### config.mk
export PLATFORM = sky130hd
export DESIGN_NAME = extent_node_search_top_flat
export DESIGN_NICKNAME = d
export VERILOG_FILES = /design/src/sv/ens_pkg.sv /design/src/sv/ens_in_if.sv /design/src/sv/ens_out_if.sv /design/src/sv/extent_node_search_top.sv /design/src/sv/ens_entry_eval.sv /design/src/sv/ens_node_ctrl.sv /design/src/flat_wrapper.sv
export SDC_FILE = /design/constraint.sdc
export NUM_CORES = 1
export LEC_CHECK = 0
export ABC_AREA = 0
export BUFFER_PORTS_ARGS = -buffer_cell sky130_fd_sc_hd__buf_2
export CAP_MARGIN = 20
export CORE_MARGIN = 1
export CORE_UTILIZATION = 50
export DETAILED_ROUTE_END_ITERATION = 8
export PLACE_DENSITY_LB_ADDON = 0.05
export SYNTH_ARGS = -nofsm -noshare
export SYNTH_HDL_FRONTEND = slang
export SYNTH_SLANG_ARGS = --single-unit
export TNS_END_PERCENT = 20
### constraint.sdc
create_clock -name clk -period 24.1 [get_ports clk]
set_input_delay 4.82 -clock clk [delete_from_list [all_inputs] [get_ports clk]]
set_output_delay 4.82 -clock clk [all_outputs]
set_load 0.01 [all_outputs]
### src/sv/ens_pkg.sv
// ----------------------------------------------------------------------------
// ens_pkg: shared types and constants for the extent node search
// Status codes, header constants and the per-record evaluation bundle.
// ----------------------------------------------------------------------------
package ens_pkg;

  // Header and extent-length constants
  localparam logic [15:0] MAGIC_VALUE  = 16'hF30A;
  localparam logic [15:0] LEN_INIT_MAX = 16'h8000;

  localparam int unsigned BLOCK_W = 48;
  localparam int unsigned COUNT_W = 16;

  // Verdict codes carried on the result channel
  typedef enum logic [1:0] {
    STATUS_FOUND      = 2'd0,
    STATUS_NOT_MAPPED = 2'd1,
    STATUS_DESCEND    = 2'd2,
    STATUS_CORRUPT    = 2'd3
  } status_t;

  // Input record as held in the input register
  typedef struct packed {
    logic [31:0] target_block;
    logic        node_start;
    logic        node_end;
    logic [31:0] record_low;
    logic [31:0] record_middle;
    logic [31:0] record_high;
  } record_t;

  // Decoded view of one entry record, computed for both node kinds
  typedef struct packed {
    logic               leaf_hit;
    logic [BLOCK_W-1:0] leaf_block;
    logic               leaf_unwritten;
    logic               index_le;
    logic [BLOCK_W-1:0] child_block;
  } entry_eval_t;

  // Verdict for one node
  typedef struct packed {
    status_t            status;
    logic [BLOCK_W-1:0] physical_block;
    logic               unwritten;
  } verdict_t;

endpackage

### src/sv/ens_in_if.sv
// ----------------------------------------------------------------------------
// ens_in_if: record channel
// Valid/ready channel carrying one 12-byte node record per transaction.
// ----------------------------------------------------------------------------
interface ens_in_if;
  logic        valid;
  logic        ready;
  logic [31:0] target_block;
  logic        node_start;
  logic        node_end;
  logic [31:0] record_low;
  logic [31:0] record_middle;
  logic [31:0] record_high;

  modport source (
    output valid, target_block, node_start, node_end,
           record_low, record_middle, record_high,
    input  ready
  );

  modport sink (
    input  valid, target_block, node_start, node_end,
           record_low, record_middle, record_high,
    output ready
  );
endinterface

### src/sv/ens_out_if.sv
// ----------------------------------------------------------------------------
// ens_out_if: verdict channel
// Valid/ready channel carrying one node verdict per transaction.
// ----------------------------------------------------------------------------
interface ens_out_if;
  logic        valid;
  logic        ready;
  logic [1:0]  status;
  logic [47:0] physical_block;
  logic        unwritten;

  modport source (
    output valid, status, physical_block, unwritten,
    input  ready
  );

  modport sink (
    input  valid, status, physical_block, unwritten,
    output ready
  );
endinterface

### src/sv/extent_node_search_top.sv
// ----------------------------------------------------------------------------
// extent_node_search_top: extent tree node lookup
// Scans one extent node record by record and reports the mapping, the child
// node to descend to, not mapped, or a corrupt header.
//
//   channel   | direction | transaction
//   ----------+-----------+---------------------------------------------
//   records   | in        | one 12-byte node record plus target block
//   results   | out       | verdict on the node_end record
//
// Each record is registered, then evaluated and folded into the node state as
// it moves on; a node_end record loads its verdict into the result register at
// that same edge, so results is valid after the input and result registers.
// Throughput is one record per cycle unless a node_end record waits; the 33-bit
// range compare and 48-bit add set the critical path.
// Synchronous reset clears the node state and both valid flags.
// A node_end record waits in the input register only while a previous
// verdict is still held by results; other records never wait.
// ----------------------------------------------------------------------------
module extent_node_search_top (
  input  logic    clk,
  input  logic    rst,
  ens_in_if.sink  records,
  ens_out_if.source results
);

  logic                 in_valid;
  ens_pkg::record_t     in_rec;
  logic                 advance;
  ens_pkg::entry_eval_t eval;
  ens_pkg::verdict_t    verdict;
  logic                 out_valid;
  ens_pkg::verdict_t    out_data;

  // Held record moves on unless it is a node_end record and the result register holds a verdict not being taken
  assign advance = in_valid && (!in_rec.node_end || !out_valid || results.ready);
  assign records.ready = !in_valid || advance;

  // Input register
  always_ff @(posedge clk) begin
    if (rst) begin
      in_valid <= 1'b0;
    end else if (records.ready) begin
      in_valid <= records.valid;
    end
  end

  always_ff @(posedge clk) begin
    if (records.ready && records.valid) begin
      in_rec.target_block  <= records.target_block;
      in_rec.node_start    <= records.node_start;
      in_rec.node_end      <= records.node_end;
      in_rec.record_low    <= records.record_low;
      in_rec.record_middle <= records.record_middle;
      in_rec.record_high   <= records.record_high;
    end
  end

  ens_entry_eval u_eval (
    .rec  (in_rec),
    .eval (eval)
  );

  ens_node_ctrl u_ctrl (
    .clk     (clk),
    .rst     (rst),
    .take    (advance),
    .rec     (in_rec),
    .eval    (eval),
    .verdict (verdict)
  );

  // Result register
  always_ff @(posedge clk) begin
    if (rst) begin
      out_valid <= 1'b0;
    end else if (advance && in_rec.node_end) begin
      out_valid <= 1'b1;
    end else if (results.ready) begin
      out_valid <= 1'b0;
    end
  end

  always_ff @(posedge clk) begin
    if (advance && in_rec.node_end) begin
      out_data <= verdict;
    end
  end

  assign results.valid          = out_valid;
  assign results.status         = out_data.status;
  assign results.physical_block = out_data.physical_block;
  assign results.unwritten      = out_data.unwritten;

`ifndef SYNTHESIS
  // a node_end record that moves on always yields a verdict next cycle
  a_end_gives_result: assert property (@(posedge clk) disable iff (rst)
    (advance && in_rec.node_end) |=> results.valid)
    else $error("node_end record produced no verdict");

  // a held node_end record blocks intake while the verdict is not taken
  a_stall_blocks_intake: assert property (@(posedge clk) disable iff (rst)
    (in_valid && in_rec.node_end && out_valid && !results.ready) |-> !records.ready)
    else $error("intake open while verdict stalled");

  // corrupt and not-mapped verdicts carry no block and no unwritten mark
  a_empty_verdict: assert property (@(posedge clk) disable iff (rst)
    (results.valid && (results.status == ens_pkg::STATUS_CORRUPT ||
                       results.status == ens_pkg::STATUS_NOT_MAPPED))
      |-> (results.physical_block == '0 && !results.unwritten))
    else $error("empty verdict carries data");

  // unwritten is only reported for a found extent
  a_unwritten_found: assert property (@(posedge clk) disable iff (rst)
    (results.valid && results.unwritten) |-> (results.status == ens_pkg::STATUS_FOUND))
    else $error("unwritten flag without found status");
`endif

endmodule

### src/sv/ens_entry_eval.sv
// ----------------------------------------------------------------------------
// ens_entry_eval: entry record decode
// Range compare and physical address for a leaf extent, and the key compare
// and child address for an index entry.
// ----------------------------------------------------------------------------
module ens_entry_eval (
  input  ens_pkg::record_t     rec,
  output ens_pkg::entry_eval_t eval
);

  logic [15:0] raw_len;
  logic        unw;
  logic [15:0] len;
  logic [32:0] range_end;
  logic [31:0] offset;
  logic [47:0] ext_start;

  // Extent length: above 0x8000 marks an unwritten extent
  always_comb begin
    raw_len = rec.record_middle[15:0];
    unw     = raw_len > ens_pkg::LEN_INIT_MAX;
    len     = unw ? (raw_len - ens_pkg::LEN_INIT_MAX) : raw_len;
  end

  // 33-bit range compare and 48-bit physical sum
  always_comb begin
    range_end = {1'b0, rec.record_low} + {17'd0, len};
    offset    = rec.target_block - rec.record_low;
    ext_start = {rec.record_middle[31:16], rec.record_high};

    eval.leaf_hit       = (rec.target_block >= rec.record_low) &&
                          ({1'b0, rec.target_block} < range_end);
    eval.leaf_block     = ext_start + {16'd0, offset};
    eval.leaf_unwritten = unw;
    eval.index_le       = rec.record_low <= rec.target_block;
    eval.child_block    = {rec.record_high[15:0], rec.record_middle};
  end

endmodule

### src/sv/ens_node_ctrl.sv
// ----------------------------------------------------------------------------
// ens_node_ctrl: per-node search state and verdict
// Tracks the header, the remaining entry count and the best match so far;
// forms the verdict from the state as updated by the current record.
// ----------------------------------------------------------------------------
module ens_node_ctrl (
  input  logic                  clk,
  input  logic                  rst,
  input  logic                  take,
  input  ens_pkg::record_t      rec,
  input  ens_pkg::entry_eval_t  eval,
  output ens_pkg::verdict_t     verdict
);

  logic [ens_pkg::COUNT_W-1:0] entries_left, entries_left_next;
  logic                        leaf_node, leaf_node_next;
  logic                        magic_bad, magic_bad_next;
  logic                        match_found, match_found_next;
  logic [ens_pkg::BLOCK_W-1:0] match_block, match_block_next;
  logic                        match_unwritten, match_unwritten_next;
  logic                        pick_valid, pick_valid_next;
  logic [ens_pkg::BLOCK_W-1:0] pick_block, pick_block_next;
  logic                        scan_stopped, scan_stopped_next;
  logic                        entry_live;

  // Next state for the current record
  always_comb begin
    entries_left_next    = entries_left;
    leaf_node_next       = leaf_node;
    magic_bad_next       = magic_bad;
    match_found_next     = match_found;
    match_block_next     = match_block;
    match_unwritten_next = match_unwritten;
    pick_valid_next      = pick_valid;
    pick_block_next      = pick_block;
    scan_stopped_next    = scan_stopped;
    entry_live           = !rec.node_start && (entries_left != '0);

    if (rec.node_start) begin
      // header opens a fresh node
      magic_bad_next       = rec.record_low[15:0] != ens_pkg::MAGIC_VALUE;
      entries_left_next    = magic_bad_next ? '0 : rec.record_low[31:16];
      leaf_node_next       = rec.record_middle[31:16] == 16'd0;
      match_found_next     = 1'b0;
      match_block_next     = '0;
      match_unwritten_next = 1'b0;
      pick_valid_next      = 1'b0;
      pick_block_next      = '0;
      scan_stopped_next    = 1'b0;
    end else if (entry_live) begin
      entries_left_next = entries_left - {{(ens_pkg::COUNT_W-1){1'b0}}, 1'b1};
      if (leaf_node) begin
        // first covering extent wins
        if (!match_found && eval.leaf_hit) begin
          match_found_next     = 1'b1;
          match_block_next     = eval.leaf_block;
          match_unwritten_next = eval.leaf_unwritten;
        end
      end else if (!scan_stopped) begin
        // last index entry not above target; stop at first larger
        if (eval.index_le) begin
          pick_valid_next = 1'b1;
          pick_block_next = eval.child_block;
        end else begin
          scan_stopped_next = 1'b1;
        end
      end
    end

    if (rec.node_end) begin
      entries_left_next = '0;
    end
  end

  // Verdict from the updated state
  always_comb begin
    verdict.status         = ens_pkg::STATUS_NOT_MAPPED;
    verdict.physical_block = '0;
    verdict.unwritten      = 1'b0;
    if (magic_bad_next) begin
      verdict.status = ens_pkg::STATUS_CORRUPT;
    end else if (leaf_node_next) begin
      if (match_found_next) begin
        verdict.status         = ens_pkg::STATUS_FOUND;
        verdict.physical_block = match_block_next;
        verdict.unwritten      = match_unwritten_next;
      end
    end else if (pick_valid_next) begin
      verdict.status         = ens_pkg::STATUS_DESCEND;
      verdict.physical_block = pick_block_next;
    end
  end

  // State registers
  always_ff @(posedge clk) begin
    if (rst) begin
      entries_left    <= '0;
      leaf_node       <= 1'b0;
      magic_bad       <= 1'b0;
      match_found     <= 1'b0;
      match_block     <= '0;
      match_unwritten <= 1'b0;
      pick_valid      <= 1'b0;
      pick_block      <= '0;
      scan_stopped    <= 1'b0;
    end else if (take) begin
      entries_left    <= entries_left_next;
      leaf_node       <= leaf_node_next;
      magic_bad       <= magic_bad_next;
      match_found     <= match_found_next;
      match_block     <= match_block_next;
      match_unwritten <= match_unwritten_next;
      pick_valid      <= pick_valid_next;
      pick_block      <= pick_block_next;
      scan_stopped    <= scan_stopped_next;
    end
  end

endmodule
### src/flat_wrapper.sv
// flat-port wrapper written by rule: the top's interface ports become plain ports
module extent_node_search_top_flat 
  (clk, rst, records_valid, records_target_block, records_node_start, records_node_end, records_record_low, records_record_middle, records_record_high, records_ready, results_valid, results_status, results_physical_block, results_unwritten, results_ready);
  ens_in_if records_i ();
  ens_out_if results_i ();
  input  logic clk;
  input  logic rst;
  input wire logic [$bits(records_i.valid)-1:0] records_valid;
  input wire logic [$bits(records_i.target_block)-1:0] records_target_block;
  input wire logic [$bits(records_i.node_start)-1:0] records_node_start;
  input wire logic [$bits(records_i.node_end)-1:0] records_node_end;
  input wire logic [$bits(records_i.record_low)-1:0] records_record_low;
  input wire logic [$bits(records_i.record_middle)-1:0] records_record_middle;
  input wire logic [$bits(records_i.record_high)-1:0] records_record_high;
  output wire logic [$bits(records_i.ready)-1:0] records_ready;
  output wire logic [$bits(results_i.valid)-1:0] results_valid;
  output wire logic [$bits(results_i.status)-1:0] results_status;
  output wire logic [$bits(results_i.physical_block)-1:0] results_physical_block;
  output wire logic [$bits(results_i.unwritten)-1:0] results_unwritten;
  input wire logic [$bits(results_i.ready)-1:0] results_ready;
  assign records_i.valid = records_valid;
  assign records_i.target_block = records_target_block;
  assign records_i.node_start = records_node_start;
  assign records_i.node_end = records_node_end;
  assign records_i.record_low = records_record_low;
  assign records_i.record_middle = records_record_middle;
  assign records_i.record_high = records_record_high;
  assign records_ready = records_i.ready;
  assign results_valid = results_i.valid;
  assign results_status = results_i.status;
  assign results_physical_block = results_i.physical_block;
  assign results_unwritten = results_i.unwritten;
  assign results_i.ready = results_ready;
  extent_node_search_top u_core (.clk(clk), .rst(rst), .records(records_i), .results(results_i));
endmodule
==> results.cfg <==
[global_route]
grt_pass1_vias = 13050
grt_max_degree = 83
antenna_found_initial = 0
grt_pass1_wl_um = 71840
grtUsageTotal_pct = 27.16
gr-total-overflow = 0

[yosys]
synth_cell_types = 83
syn_avg_cell_area_um2 = 10.26
synth_fp_nets = 1903
ys_seq_area_share_pct = 46.18
synth-edff-count = 181
ys_async_sr_fraction_pct = 0
yosysWarnings = 0
synth.cell_area_um2 = 16970
ys_ff_latch = 301
dominantRegCellSynth = edfxtp_1
syn_inst = 1654

[worst_hold_path]
hp-class = reg -> reg
hp-start = u_core.u_ctrl.match_block[41]$_SDFFE_PP0P_

[route]
dr.pass1.iters = 5
first_iter_violations = 1125
viasPerCell = 6.007
drc = 0
postRouteAntennaNets = 0
wl_um = 47020
wl_per_cell_um = 20.51
dr_total_vias = 13770

[layout]
drive_gt1_share_pct = 15.78
num-nets-final = 2067
final_cell_mix = buf_2, edfxtp_1, a21oi_1
final_common_cell = buf_2
area_growth_syn_to_layout_pct = 14.19
final_area_um2 = 19380
diodes = 0
final_util_pct = 57.94

[sta]
timing.max_slew.rel_slack_pct = 32.29
fmax_ghz = 0.09648
tns_ns = 0
worst_pin_slew_ns = 1.016
post-route-min-period_ns = 10.37
final_hold_viol_count = 0
timing.final.crit_share_pct = 43.01
holdWs_ns = 0.4692
rsz0062_at_grt = no
setup_violations = 0
skew_ns = 0.02197
final-max-slew-violation-count = 0

[placement]
dp_hpwl_um = 34140
io_buffer_count = 186
place.gp.congestion = 0.9304
postPlaceCellArea_um2 = 18260

[run]
cap_viol_max_count = 0

[setup_path]
arrival_ns = 5.55
r2r_setup_slack_ns = 17.11
r2r-start = u_core.in_rec[42]$_DFFE_PP_
path_class = in -> out
crit_fanout = 4
setup.worst_path.start_class = input pin
startpoint = results_ready
crit_path_end_kind = output pin
required_ns = 19.28

[clocking]
clkLatencyLatePin_ns = 0.54
ctsResizeCount = 0
postCtsHoldBufs = 0
cts-root-buf = clkbuf_16
clk_path_buf_depth = 3
post_cts_buffers = 0
cts_tree = done
cts_max_level = 2
clkTransAtPathRegs_ns = 0.06
cts_sinks = 301
cts_buffers = 34

[die]
die_w_um = 186.2
initial_core_util_pct = 50.74
coreArea_um2 = 33450
die_h_um = 186.2
die_area_um2 = 34680
rows = 67
io_pins = 187

[power]
p_per_area_nw_per_um2 = 72.73
ir_worst_vdd_mv = 0.05647
total_power_uw = 1410
power.leakage_uw = 0.007440

[run_status]
status = complete, no violations
[area by class of cell]
type / instances / area, um^2
clock inverters: 11 / 136.4
fillers: 2886 / 14070
repair buffers: 200 / 1049
multi-input cells: 1215 / 8583
inverters: 66 / 247.7
well taps: 448 / 560.5
clock buffers: 51 / 965.9
flip-flops and latches: 301 / 7838
[worst max-delay path, cell delays in order]
cell and delay (ns):
buf_2 0.09, nor2b_1 0.31, nand3_1 0.15, buf_2 0.16
[flip-flops by register name, indices dropped and copies added (netlist names)]
signal,cells
u_core.u_ctrl.magic_bad,1
u_core.u_ctrl.entries_left,16
u_core.u_ctrl.pick_block,48
u_core.results.unwritten,1
u_core.u_ctrl.pick_valid,1
u_core.results.physical_block,48
u_core.in_rec,130
u_core.u_ctrl.scan_stopped,1
u_core.u_ctrl.leaf_node,1
u_core.u_ctrl.match_block,48
u_core.in_valid,1
u_core.u_ctrl.match_found,1
u_core.results.status,2
u_core.u_ctrl.match_unwritten,1
u_core.results.valid,1
[cell usage after synthesis (7+ instances only)]
master       n  area [um^2]
nand2_1     87        326.6
a2bb2oi_1    9        78.83
clkbuf_1    37        138.9
a31oi_1     11        68.82
mux2i_1     35        350.3
nand4_1     21        131.4
nor4_1      16        100.1
a22o_1      32        280.3
nor3_1      24        120.1
xor2_1      32        280.3
o211ai_1    12        90.09
o22ai_1     31        193.9
nand3_1     30        150.1
a22oi_1     44        330.3
a211oi_1    19        142.6
and3_1      12        75.07
a21o_1      37        277.8
nand2b_1    13        81.33
o2bb2ai_1    8        70.07
xnor2_1     70        613.1
ha_1       112         1401
nor2b_1     22        137.6
dfxtp_1    120         2402
edfxtp_1   181         5435
a21oi_1    142        710.7
nand3b_1     7        52.55
nor3b_1     37        277.8
nor2_1     141        529.3
o31ai_1      7        52.55
buf_2       27        135.1
o21ai_0     78        390.4
or2_2        7        43.79
o21a_1      12        90.09
inv_1       66        247.7
[final timing paths]
check | end | cells past startpoint
hold / removal | u_core.u_ctrl.match_block[41]$_SDFFE_PP0P_ | 1
setup / recovery | records_ready | 4
setup reg to reg | u_core.u_ctrl.match_unwritten$_SDFFE_PP0P_ | 23
hold reg to reg | u_core.u_ctrl.match_block[41]$_SDFFE_PP0P_ | 1
[metal layers]
metal | track usage, % | wire, um
met1 | 37.11 | 21040
met2 | 45.36 | 22120
met3 | 3.310 | 2829
met4 | 7.541 | 1030
met5 | 0 | 0
[stage by stage]
step | setup slack, ns | instances
CTS | 13.73 | 2291
global placement | 13.78 | 2229
floorplan | 12.02 | 1654
global route | 13.64 | 2292
detailed placement | 13.75 | 2229
finish | 13.73 | 2292
[kinds of logic (layout without fill, tap and decap cells)]
group                      after synthesis  count (layout)  share of synthesized area [%]
AOI/OAI and AO/OA                      515             515                          20.74
and+or+nand+nor                        448             448                          13.69
DFF                                    301             301                          46.18
buffers and inverters                  138             328                          3.450
adders and majority gates              115             115                          8.611
xor gates and xnor gates               102             102                          5.264
muxes                                   35              35                          2.064
[report_power, final]
part	switching [uW]	internal [uW]	leakage, uW
registers	20.2	565	0.00277
logic	193	120	0.00414
clock network	210	301	0.000530
total	423	986	0.00744
Note: power is estimated with default switching activity, not from simulation.
